File: src/design/mep_pkg.sv
// Shared constants, types and helper functions for the Mandelbrot escape-time pixel core.
package mep_pkg;

  localparam int DIM_W     = 13;
  localparam int PIX_W     = 12;
  localparam int ITER_W    = 9;
  localparam int COLOR_W   = 8;
  localparam int FRAC_BITS = 28;
  localparam int FX_W      = 32;
  localparam int MAX_DIM   = 4096;
  localparam int MAX_ITER  = 256;
  localparam int CFG_IDX_W = 2;

  localparam int NUM_W  = PIX_W + FRAC_BITS + 1;
  localparam int PROD_W = 2 * FX_W;
  localparam int SQ_W   = PROD_W - FRAC_BITS;
  localparam int CR_W   = PROD_W - FRAC_BITS + 1;

  localparam logic signed [PROD_W-1:0] SAT_HI = {{(PROD_W-FX_W+1){1'b0}}, {(FX_W-1){1'b1}}};
  localparam logic signed [PROD_W-1:0] SAT_LO = {{(PROD_W-FX_W+1){1'b1}}, {(FX_W-1){1'b0}}};

  typedef logic signed [FX_W-1:0] fx_t;

  typedef enum logic [CFG_IDX_W-1:0] {
    CFG_IMAGE_WIDTH  = 2'd0,
    CFG_IMAGE_HEIGHT = 2'd1,
    CFG_MAX_ITER     = 2'd2
  } cfg_idx_t;

  typedef struct packed {
    fx_t               cx;
    fx_t               cy;
    logic [ITER_W-1:0] lim;
  } job_t;

  function automatic fx_t sat_fx(input logic signed [PROD_W-1:0] v);
    fx_t r;
    if (v > SAT_HI) begin
      r = FX_W'(SAT_HI);
    end else if (v < SAT_LO) begin
      r = FX_W'(SAT_LO);
    end else begin
      r = FX_W'(v);
    end
    return r;
  endfunction

  function automatic logic [DIM_W-1:0] clamp_dim(input logic [DIM_W-1:0] d);
    logic [DIM_W-1:0] r;
    if (d == '0) begin
      r = DIM_W'(1);
    end else if (d > DIM_W'(MAX_DIM)) begin
      r = DIM_W'(MAX_DIM);
    end else begin
      r = d;
    end
    return r;
  endfunction

  function automatic logic [ITER_W-1:0] clamp_iter(input logic [ITER_W-1:0] n);
    logic [ITER_W-1:0] r;
    if (n > ITER_W'(MAX_ITER)) begin
      r = ITER_W'(MAX_ITER);
    end else begin
      r = n;
    end
    return r;
  endfunction

endpackage

File: src/design/mep_queue.sv
// Two-entry queue between the front end and the iteration engine.
module mep_queue import mep_pkg::*; (
  input  logic clk,
  input  logic rst_n,
  input  job_t wr_data,
  input  logic wr_valid,
  output logic wr_ready,
  output job_t rd_data,
  output logic rd_valid,
  input  logic rd_ready
);

  job_t       mem_r [2];
  logic       wptr_r, rptr_r;
  logic [1:0] cnt_r;
  logic       push, pop;

  assign wr_ready = cnt_r != 2'd2;
  assign rd_valid = cnt_r != 2'd0;
  assign rd_data  = mem_r[rptr_r];
  assign push     = wr_valid && wr_ready;
  assign pop      = rd_valid && rd_ready;

  always_ff @(posedge clk) begin
    if (!rst_n) begin
      wptr_r <= 1'b0;
      rptr_r <= 1'b0;
      cnt_r  <= 2'd0;
    end else begin
      if (push) begin
        wptr_r <= !wptr_r;
      end
      if (pop) begin
        rptr_r <= !rptr_r;
      end
      if (push && !pop) begin
        cnt_r <= cnt_r + 2'd1;
      end else if (pop && !push) begin
        cnt_r <= cnt_r - 2'd1;
      end
    end
  end

  always_ff @(posedge clk) begin
    if (push) begin
      mem_r[wptr_r] <= wr_data;
    end
  end

endmodule

File: config.mk
export PLATFORM = sky130hd
export DESIGN_NAME = mep_queue
export DESIGN_NICKNAME = d
export VERILOG_FILES = /design/src/design/mep_pkg.sv /design/src/design/mep_queue.sv
export SDC_FILE = /design/constraint.sdc
export NUM_CORES = 1
export LEC_CHECK = 0
export BUFFER_PORTS_ARGS = -buffer_cell sky130_fd_sc_hd__buf_2
export CAP_MARGIN = 15
export CORE_UTILIZATION = 55
export DETAILED_ROUTE_END_ITERATION = 6
export GPL_TIMING_DRIVEN = 0
export HOLD_SLACK_MARGIN = 0.1
export PLACE_DENSITY = 0.81
export SLEW_MARGIN = 10
export SYNTH_ARGS = -nofsm -noshare
export SYNTH_HDL_FRONTEND = slang
export SYNTH_SLANG_ARGS = --single-unit
File: constraint.sdc
create_clock -name clk -period 4.2 [get_ports clk]
set_input_delay 0.63 -clock clk [delete_from_list [all_inputs] [get_ports clk]]
set_output_delay 0.63 -clock clk [all_outputs]
set_load 0.1 [all_outputs]
==> results.md, run 1 <==
| Item | This run | Unit |
|:---|:---|:---|
| Synth warn | 0 | - |
| Core area | 9730 | um^2 |
| F_max | 382 | MHz |
| Netlist cell types | 20 | - |
| Fin Clk Skew | 0.00493 | ns |
| X dimension of the die | 102 | um |
| Post-Synth Simple-Gate Area | 0.0118 | - |
| Initial antenna violation count | 0 | - |
| Maximum fanout along the worst path | 10 | - |
| Detail Route Antenna Nets | 0 | - |
| Tightest Hold Check Type | input pin to flip-flop | - |
| Maximum level of the CTS H-tree | 4 | - |
| Layout area overhead | 27.7 | % |
| Reg clk slew, reported paths | 0.06 | ns |
| Element type at the critical path end | primary output | - |
| Unrepaired setup endpoints after global routing | no | - |
| Count of port buffers added during placement | 151 | - |
| Slowest-stage cell, CP | mux2_2 | - |
| Final Routed Wirelength | 9060 | um |
| Total congestion overflow | 0 | - |
| Die height | 102 | um |
| Area of the die | 10400 | um^2 |
| Mean number of vias per cell | 5.01 | - |
| DR vias | 2835 | - |
| Post-cts gate resize count | 0 | - |
| Final WS setup | 1.59 | ns |
| Filler cell count in the final layout | 639 | - |
| Data required time at the worst endpoint | 3.57 | ns |
| Number of remaining DRC errors | 0 | - |
| Max-cap violations | 0 | - |
| Met2 usage | 0.291 | - |
| Gate count after technology mapping | 251 | - |
| Setup TNS Final | 0 | ns |
| First-pass iteration count of the detailed router | 4 | - |
| Cell area after synthesis | 5510 | um^2 |
| Maximum clock path buffer count | 2 | - |
| Family with the most delay on the worst path | buffers and inverters | - |
| Initial drt markers | 69 | - |
| Worst relative slew slack | 0.664 | - |
| Post-CTS setup buffer count | 0 | - |
| TritonCTS clock tree | done | - |
| Hold violation total from the final report | 0 | - |
| Data arrival time of the critical path | 1.98 | ns |
| Share of cells above drive strength 1 | 0.612 | - |
| Pins Over Slew Limit | 0 | - |
| Clock Sinks | 151 | - |
| Number of global-route vias before repair | 2777 | - |
| Crit path cell chain | buf_2 > buf_4 > mux2_2 > buf_2 | - |
| Gpl congestion | 0.661 | - |
| Actual slew at the worst max-slew pin | 0.504 | ns |
| Number of I/O pins | 152 | - |
| Pin count of the biggest net entering global routing | 41 | - |
| TritonCTS buffer count | 17 | - |
| Type of the setup path with the least slack | flip-flop to primary output | - |
| Outcome | completed | - |
| Met1 global-route usage | 0.199 | - |
| Insertion delay to the later sink of the worst-skew pair | 0.51 | ns |
| Buffers plus inverters on the worst setup path | 3 | - |
| Final clock period utilization by the worst path | 0.623 | - |
| Post-synthesis sequential element count | 151 | - |
| Number of nets at the end of the flow | 501 | - |
| Mux share of post-synthesis cell area | 0.149 | - |
| Sequential area share after synthesis | 0.814 | - |
| Xor/xnor share of the synthesized area | 0.00477 | - |
| Period minus WS final | 2.61 | ns |
| Top Usage Layer GRT | met2 | - |
| Number of standard-cell rows in the floorplan | 36 | - |
| Overall routing resource usage | 0.178 | - |
| Delay of the slowest cell on the worst path | 0.36 | ns |
| Worst slack after detailed placement | 2.09 | ns |
| Wire length per cell | 16.0 | um |
| Complex-gate fraction of the synthesized area | 0.00636 | - |
| Number of nets produced by synthesis | 329 | - |
| Total of endpoints with negative setup slack in the final report | 0 | - |
| Wire length of the first global-routing pass | 13100 | um |
| Number of antenna repair diodes | 0 | - |
| Number of hold buffers added after CTS | 0 | - |
| Final HPWL from detailed placement | 5900 | um |
| Root Buffer Master | clkbuf_8 | - |
| Library cell appearing most often on the critical path | buf_2 | - |
| Post-synthesis area per instance | 21.9 | um^2 |
| Post-Synth Adder-Cell Area | 0.00227 | - |
| Initial Util | 0.566 | - |
| CP startpoint kind | flip-flop | - |
| M3 GR Usage | 0.0828 | - |
| Largest family of logic cells by synthesized area | multiplexers | - |
[final cells by class]
cell class | instances | area (um^2) | area share
well taps | 133 | 166 | 0.0237
multi-input cells | 91 | 966 | 0.137
flip-flops and latches | 151 | 4480 | 0.638
clock inverters | 11 | 135 | 0.0192
inverters | 1 | 6.26 | 0.000890
clock buffers | 18 | 418 | 0.0595
repair buffers | 153 | 796 | 0.113
plain buffers | 8 | 57.6 | 0.00819
[routing by layer]
| layer | part of all wire | routed length [um] |
|---|---|---|
| met1 | 0.40 | 3620 |
| met2 | 0.50 | 4530 |
| met3 | 0.091 | 820 |
| met4 | 0.0097 | 88 |
| met5 | 0 | 0 |
[synthesized netlist by cell type]
library cell    n  share of area
xor2_1          1         0.0016
mux2_2         73           0.15
a21bo_2         1         0.0018
or2_2           1         0.0011
o21ai_0         1        0.00091
buf_4           7         0.0095
buf_2           1        0.00091
ha_1            1         0.0023
a21boi_1        1         0.0014
a21boi_0        1         0.0014
inv_1           1        0.00068
dfxtp_1         5          0.018
and2_1          4         0.0045
nand2b_4        1         0.0025
nand3b_1        1         0.0014
o21ai_1         1        0.00091
edfxtp_1      146           0.80
and3_1          1         0.0011
xnor2_1         2         0.0032
or3_1           1         0.0011
[kinds of logic (layout without fill, tap and decap cells)]
logic type,after synthesis,in the layout
and+or+nand+nor,9,9
DFF,151,151
muxes,73,73
buffers and inverters,9,191
AOI/OAI and AO/OA,5,5
xor gates and xnor gates,3,3
adders and majority gates,1,1
[worst paths after layout]
check                           slack, ns           end   startpoint  depth (start not counted)
worst max-delay path                 1.59   rd_data[47]    flip-flop                          4
worst min-delay path                 0.30  mem_r[0][20]  wr_data[20]                          1
worst max register to register       2.42  mem_r[1][49]     cnt_r[0]                          3
worst min register to register       0.60      cnt_r[1]     cnt_r[1]                          2
[layout by cell type (no fill, tap or decap), drive strengths merged]
| cell type | Yosys | layout |
|---|---|---|
| a21boi | 2 | 2 |
| a21bo | 1 | 1 |
| or2 | 1 | 1 |
| inv | 1 | 1 |
| clkbuf | 0 | 18 |
| mux2 | 73 | 73 |
| xor2 | 1 | 1 |
| and2 | 4 | 4 |
| edfxtp | 146 | 146 |
| o21ai | 2 | 2 |
| ha | 1 | 1 |
| nand2b | 1 | 1 |
| xnor2 | 2 | 2 |
| nand3b | 1 | 1 |
| bufinv | 0 | 3 |
| and3 | 1 | 1 |
| or3 | 1 | 1 |
| clkinvlp | 0 | 3 |
| dfxtp | 5 | 5 |
| clkinv | 0 | 5 |
| buf | 8 | 161 |
[sequential cells by signal (all words and copies together) (netlist names), named ones only]
| register | count |
|---|---|
| cnt_r | 2 |
| rptr_r | 1 |
| wptr_r | 1 |
| mem_r | 146 |
[per-stage QoR]
stage	hold WS, ns	instance area (um^2)	util	instances
after floorplan	0.512	5510	-	251
after global placement	0.525	6430	0.661	535
after detailed placement	0.585	6480	0.666	537
after CTS	0.273	7030	0.722	566
after global routing	0.271	7030	0.722	566
final	0.301	7030	0.722	566
Power of run 1 is left out: the tool's default activity adds up to more than one toggle a clock period on the data nets, which glitch-free logic cannot reach.
==> run 2: changes to the inputs <==
CORE_UTILIZATION = 52   (was 55)
PLACE_DENSITY = 0.77   (was 0.81)
clock period = 2.5 ns   (was 4.2 ns; I/O delays follow)
==> run 2 against run 1 <==
Via count is 13% higher. Worst setup slack got worse by 1.5 ns. Clock skew grew 0.0021 ns. Sequential share of layout area fell by 6.1 points. Non-clock buffer count up 74. Register-to-register slack worse by 2.1 ns. Worst hold slack got worse by 0.064 ns. Critical path type unchanged.
==> results.md, run 2 (synthesis results as in run 1) <==
| Item | This run | Unit | Change |
|:---|:---|:---|:---|
| Maximum ir drop on the vdd rail | 1050 | uV |  |
| Worst relative slew slack | 0.433 | - | -0.231 |
| DR vias | 3191 | - | +13% |
| Data required time at the worst endpoint | 2.12 | ns | -1.45 ns |
| Biggest register | mem_r | - |  |
| Die height | 105 | um | +2.8% |
| Total congestion overflow | 0 | - | unchanged |
| Final Routed Wirelength | 10600 | um | +17% |
| Maximum fanout along the worst path | 10 | - | unchanged |
| Initial antenna violation count | 0 | - | unchanged |
| CP startpoint kind | flip-flop | - |  |
| Number of hold buffers added after CTS | 74 | - | +74 |
| Gpl congestion | 0.712 | - | +7.6% |
| Count of port buffers added during placement | 151 | - | unchanged |
| Final HPWL from detailed placement | 5950 | um | +0.77% |
| Core area | 10300 | um^2 | +5.6% |
| Post-layout util | 0.757 | - | +0.0342 |
| Sequential cell area in the final layout | 4480 | um^2 | unchanged |
| Met2 usage | 0.368 | - | +0.0773 |
| Leakage component of the power | 2.94 | nW |  |
| Tightest Hold Check Type | input pin to flip-flop | - |  |
| Hold violation total from the final report | 0 | - | unchanged |
| Initial Util | 0.536 | - | -0.0302 |
| Data arrival time of the critical path | 2.01 | ns | +0.03 ns |
| Wire length per cell | 16.4 | um | +2.4% |
| Unrepaired setup endpoints after global routing | no | - |  |
| Actual slew at the worst max-slew pin | 0.848 | ns | +0.345 ns |
| Number of standard-cell rows in the floorplan | 37 | - | +2.8% |
| Max-cap violations | 0 | - | unchanged |
| Number of nets at the end of the flow | 575 | - | +15% |
| F_max | 420 | MHz |  |
| Clock Sinks | 151 | - | unchanged |
| Number of antenna repair diodes | 0 | - | unchanged |
| Total of endpoints with negative setup slack in the final report | 0 | - | unchanged |
| Met1 global-route usage | 0.219 | - | +0.0204 |
| Post-CTS setup buffer count | 0 | - | unchanged |
| Final clock period utilization by the worst path | 0.952 | - |  |
| Fin Clk Skew | 0.00707 | ns | +0.00213 ns |
| Filler cell count in the final layout | 616 | - | -3.6% |
| Period minus WS final | 2.38 | ns |  |
| Maximum clock path buffer count | 2 | - | unchanged |
| M3 GR Usage | 0.0667 | - | -0.0160 |
| Post-cts gate resize count | 0 | - | unchanged |
| Top Usage Layer GRT | met2 | - |  |
| X dimension of the die | 105 | um | +2.8% |
| Type of the setup path with the least slack | flip-flop to primary output | - |  |
| Most common cell after layout, fill and taps aside | buf_2 | - |  |
| Non-filler cells in the finished layout | 646 | - | +14% |
| Cell Count Post-Placement | 540 | - | +0.56% |
| First-pass iteration count of the detailed router | 4 | - | unchanged |
| Wire length of the first global-routing pass | 16400 | um | +25% |
| Number of global-route vias before repair | 3363 | - | +21% |
| Most frequent cells in the layout | buf_2, edfxtp_1, dlygate4sd3_1, mux2_2, clkbuf_16 | - |  |
| Root Buffer Master | clkbuf_8 | - |  |
| Pin count of the biggest net entering global routing | 39 | - | -4.9% |
| Number of I/O pins | 152 | - | unchanged |
| Detail Route Antenna Nets | 0 | - | unchanged |
| Area of the die | 11000 | um^2 | +5.7% |
| Multi-input logic area | 966 | um^2 | unchanged |
| Largest registers | mem_r x146, cnt_r x2 | - |  |
| Max reg flops | 146 | - | unchanged |
| TritonCTS clock tree | done | - |  |
| Pins Over Slew Limit | 0 | - | unchanged |
| Mean number of vias per cell | 4.94 | - | -1.4% |
| Layout area overhead | 41.2 | % |  |
| Overall routing resource usage | 0.203 | - | +0.0248 |
| Element type at the critical path end | primary output | - |  |
| Insertion delay to the later sink of the worst-skew pair | 0.51 | ns | about the same |
| Share of cells above drive strength 1 | 0.524 | - | -0.0885 |
| Initial drt markers | 152 | - | +120% |
| TritonCTS buffer count | 17 | - | unchanged |
| Total power per unit cell area | 1290 | nW/um^2 |  |
| Outcome | completed | - |  |
| Number of remaining DRC errors | 0 | - | unchanged |
| Reg clk slew, reported paths | 0.06 | ns | about the same |
| Maximum level of the CTS H-tree | 4 | - | unchanged |
## run 2: where the power goes
part	internal, mW	switching (mW)
Combinational	0.902	3.54
Sequential	3.16	0.0864
Clock	1.41	0.941
## run 2: worst paths after layout
kind | startpoint | endpoint | slack (ns) | depth (start not counted)
max | flip-flop | rd_data[7] | 0.12 | 4
min | wr_valid | wptr_r | 0.24 | 3
max reg2reg | cnt_r[0] | mem_r[0][24] | 0.36 | 4
min reg2reg | cnt_r[1] | cnt_r[1] | 0.56 | 2
## run 2: layout make-up
type                       instances  share of cell area
clock buffer                      19              0.0542
inverter                           1            0.000965
buffer                             8             0.00740
sequential                       151               0.577
tap                              136              0.0219
clock inverter                    13              0.0171
multi-input combinational         91               0.124
timing repair buffer             227               0.198
## run 2: metrics by stage
| step | hold slack [ns] | TNS [ns] | power (mW) | setup WS (ns) | cell area [um^2] |
|---|---|---|---|---|---|
| detailed placement | 0.560 | 0 | 7.65 | 0.339 | 6480 |
| global placement | 0.523 | -13.86 | 7.59 | -0.193 | 6440 |
| finish | 0.237 | 0 | 10.0 | 0.119 | 7780 |
| floorplan | 0.474 | 0 | 7.02 | 0.172 | 5510 |
| CTS | 0.212 | 0 | 10.1 | 0.0786 | 7780 |
| global route | 0.221 | 0 | 10.3 | 0.0214 | 7780 |
## run 2: per-layer routing
| layer | wire [um] | vias up | share of wire |
|---|---|---|---|
| met3 | 686 | 10 | 0.065 |
| li1 | - | 1486 | - |
| met4 | 128 | 0 | 0.012 |
| met2 | 5690 | 127 | 0.54 |
| met1 | 4090 | 1568 | 0.39 |
| met5 | 0 | - | 0 |
## run 2: worst max-delay path, stage by stage (launching register included)
cell	delay [ns]
dfxtp_1	0.30
buf_2	0.27
buf_4	0.25
mux2_2	0.37
buf_2	0.30
No activity file was read; power rests on OpenSTA's default activity.
==> run 3: changes to the inputs <==
ABC_AREA = 1   (was unset)
==> run 3 against run 2 <==
Clock power is 5% lower. Total power is 0.22% lower. Largest cell class unchanged. Critical endpoint is now rd_data[19]. Wire length is 2.6% higher. Global-route usage is 0.60 points lower. Combinational power is 1% higher. Critical path depth stayed put. Sequential power is 2% higher. Via count is 2.2% higher.
==> results.md, run 3 <==
| Item | This run | Unit | Change |
|:---|:---|:---|:---|
| Outcome | completed | - |  |
| Most numerous cell in the Yosys netlist | edfxtp_1 | - |  |
| Layout area overhead | 39.3 | % |  |
| Initial Util | 0.538 | - | +0.00247 |
| Initial antenna violation count | 0 | - | unchanged |
| Gate count after technology mapping | 264 | - | +5.2% |
| DR vias | 3262 | - | +2.2% |
| Number of global-route vias before repair | 3403 | - | +1.2% |
| Slowest-stage cell, CP | dfxtp_1 | - |  |
| Core area | 10900 | um^2 | +5.9% |
| Number of nets at the end of the flow | 589 | - | +2.4% |
| Number of standard-cell rows in the floorplan | 38 | - | +2.7% |
| Die height | 108 | um | +3.1% |
| Maximum level of the CTS H-tree | 4 | - | unchanged |
| Count of port buffers added during placement | 151 | - | unchanged |
| Number of nets produced by synthesis | 342 | - | +4.0% |
| Net load switching power | 4.41 | mW | -3.4% |
| Pwr Total | 10.0 | mW | -0.22% |
| Setup TNS Final | 0 | ns | unchanged |
| Top cells by count, synth | edfxtp_1, mux2_4, nand2_1 | - |  |
| Most frequent cells in the layout | buf_2, edfxtp_1, dlygate4sd3_1, mux2_4, clkbuf_16 | - |  |
| Dominant register cell in the synthesized netlist | edfxtp_1 | - |  |
| Number of antenna repair diodes | 0 | - | unchanged |
| Area of the die | 11700 | um^2 | +6.3% |
| Combinational fraction of design power | 0.448 | - | +0.006 |
| Number of remaining DRC errors | 0 | - | unchanged |
| Synth warn | 0 | - | unchanged |
| Total congestion overflow | 0 | - | unchanged |
| Largest registers | mem_r x146, cnt_r x2 | - |  |
| Pin count of the biggest net entering global routing | 31 | - | -21% |
| Type of the setup path with the least slack | flip-flop to primary output | - |  |
| Family with the most delay on the worst path | buffers and inverters | - |  |
| Total of endpoints with negative setup slack in the final report | 0 | - | unchanged |
| Buffers plus inverters on the worst setup path | 3 | - | unchanged |
| Final HPWL from detailed placement | 6600 | um | +11% |
| Reg clk slew, reported paths | 0.06 | ns | about the same |
| Post-synthesis sequential element count | 151 | - | unchanged |
| Delay of the slowest cell on the worst path | 0.32 | ns | -0.05 ns |
| Power share of the clock group | 0.222 | - | -0.012 |
| Non-filler cells in the finished layout | 664 | - | +2.8% |
| TritonCTS buffer count | 17 | - | unchanged |
| Total power per unit cell area | 1230 | nW/um^2 | -4.9% |
| Max-cap violations | 0 | - | unchanged |
| Maximum fanout along the worst path | 10 | - | unchanged |
| Area share of the leading cell type in the synthesized netlist | 0.748 | - | -0.0481 |
| Final Routed Wirelength | 10900 | um | +2.6% |
| Mean number of vias per cell | 4.91 | - | -0.55% |
| Initial drt markers | 101 | - | -34% |
| Wire length per cell | 16.4 | um | -0.22% |
| X dimension of the die | 108 | um | +3.1% |
| Actual slew at the worst max-slew pin | 0.932 | ns | +0.0840 ns |
| Gpl congestion | 0.693 | - | -2.6% |
| Seq pwr share | 0.330 | - | +0.006 |
| Fin Clk Skew | 0.00694 | ns | -0.000130 ns |
| Filler cell count in the final layout | 646 | - | +4.9% |
| Biggest register | mem_r | - |  |
| Detail Route Antenna Nets | 0 | - | unchanged |
| Cell area after synthesis | 5860 | um^2 | +6.4% |
| Count of flip-flops with a built-in enable after synthesis | 146 | - | unchanged |
| Area post-placement | 6900 | um^2 | +6.5% |
| Root Buffer Master | clkbuf_8 | - |  |
| Sequential area share after synthesis | 0.765 | - | -0.0492 |
| Netlist cell types | 15 | - | -25% |
| Max reg flops | 146 | - | unchanged |
| Insertion delay to the later sink of the worst-skew pair | 0.51 | ns | about the same |
| Data arrival time of the critical path | 1.84 | ns | -0.17 ns |
| CP startpoint kind | flip-flop | - |  |
| Maximum ir drop on the vdd rail | 1050 | uV | +0.38% |
| Most common cell after layout, fill and taps aside | buf_2 | - |  |
| Number of I/O pins | 152 | - | unchanged |
| Tightest Hold Check Type | input pin to flip-flop | - |  |
| Cell Count Post-Placement | 559 | - | +3.5% |
| Leakage component of the power | 3.26 | nW | +11% |
| Cell types occupying the most area after synthesis | edfxtp_1, mux2_4, buf_12 | - |  |
| Element type at the critical path end | primary output | - |  |
| Clock Sinks | 151 | - | unchanged |
| Final clock period utilization by the worst path | 0.886 | - | -0.0661 |
| Pins Over Slew Limit | 0 | - | unchanged |
| Worst relative slew slack | 0.377 | - | -0.0563 |
| Wire length of the first global-routing pass | 16500 | um | +0.71% |
| First-pass iteration count of the detailed router | 4 | - | unchanged |
| Data required time at the worst endpoint | 2.12 | ns | about the same |
| Post-synthesis area per instance | 22.2 | um^2 | +1.2% |
| Hold violation total from the final report | 0 | - | unchanged |
| Maximum clock path buffer count | 2 | - | unchanged |
| Crit path cell chain | buf_6 > buf_12 > mux2_4 > buf_2 | - |  |
| Post-synthesis async set-or-reset flop share | 0 | - | unchanged |
| Leading area contributor after synthesis | edfxtp_1 | - |  |
| Unrepaired setup endpoints after global routing | no | - |  |
| Share of cells above drive strength 1 | 0.511 | - | -0.0121 |
| Overall routing resource usage | 0.197 | - | -0.00602 |
| Switching share of total power | 0.440 | - | -0.0147 |
| Design area | 8160 | um^2 | +5.0% |
| Post-cts gate resize count | 0 | - | unchanged |
| F_max | 451 | MHz | +7.5% |
| Internal power consumption | 5.61 | mW | +2.5% |
| Period minus WS final | 2.22 | ns | -0.165 ns |
| TritonCTS clock tree | done | - |  |
run 3: cell types whose count changed after synthesis, sizes merged, moves of 2 or more:
cell and change:
and2 -4, xnor2 -2, a21boi -2, nand2 +9
nor2 +8, inv +7
run 3: metal layers:
layer	vias up	share of wire	track usage
li1	1524	-	-
met2	102	0.54	0.349
met4	0	0.020	0.0910
met3	18	0.047	0.0579
met5	-	0	0
met1	1618	0.39	0.216
run 3: path summary, 6_finish.rpt:
check                           slack [ns]       from      endpoint  depth (start not counted)
worst max-delay path                  0.28  flip-flop   rd_data[19]                          4
worst min-delay path                  0.14      rst_n      cnt_r[1]                          3
worst max register to register        0.43   cnt_r[0]  mem_r[1][13]                          5
worst min register to register        0.51     rptr_r     flip-flop                          2
run 3: metrics by stage:
step	worst slack [ns]	util	hold slack (ns)
after detailed placement	0.435	0.634	0.487
after global placement	-0.270	0.626	0.479
after global routing	0.206	0.750	0.119
final	0.284	0.750	0.140
after CTS	0.246	0.750	0.104
after floorplan	0.0414	-	0.467
run 3: power by group through the flow:
| stage | registers (mW) | clock network (mW) | logic (mW) |
|---|---|---|---|
| after floorplan | 3.33 | 0 | 3.82 |
| after global placement | 3.35 | 0 | 4.30 |
| after detailed placement | 3.35 | 0 | 4.40 |
| after CTS | 3.30 | 2.28 | 4.50 |
| after global routing | 3.33 | 2.40 | 4.64 |
| final | 3.30 | 2.23 | 4.49 |
run 3: tightest hold or removal path: cells and delay by family:
family,cells,cell delay (ns)
AND/OR/NAND/NOR,2,0.10
buffers and inverters,1,0.12
run 3: cell type report:
type	count	area, um^2	share of cell area
clock inverter	13	109	0.0133
inverter	8	30.0	0.00368
timing repair buffer	228	1570	0.193
clock buffer	19	422	0.0517
buffer	8	151	0.0185
tap	140	175	0.0215
sequential	151	4480	0.549
multi-input combinational	97	1220	0.149
run 3: kinds of logic (layout without fill, tap and decap cells):
group	after synthesis	count (layout)	share of synthesized area
AO/OA/AOI/OAI	4	4	0.00384
adder cells (fa/ha/maj)	1	1	0.00213
buffers and inverters	16	276	0.0310
flip-flops	151	151	0.765
multiplexers	73	73	0.185
AND/OR/NAND/NOR	19	19	0.0128
run 3: repair_timing:
item | in CTS | in global routing
hold endpoints to repair | 146 | 0
buffers inserted | 0 | 0
hold buffers | 73 | 0
endpoints found under the setup margin | 0 | 0
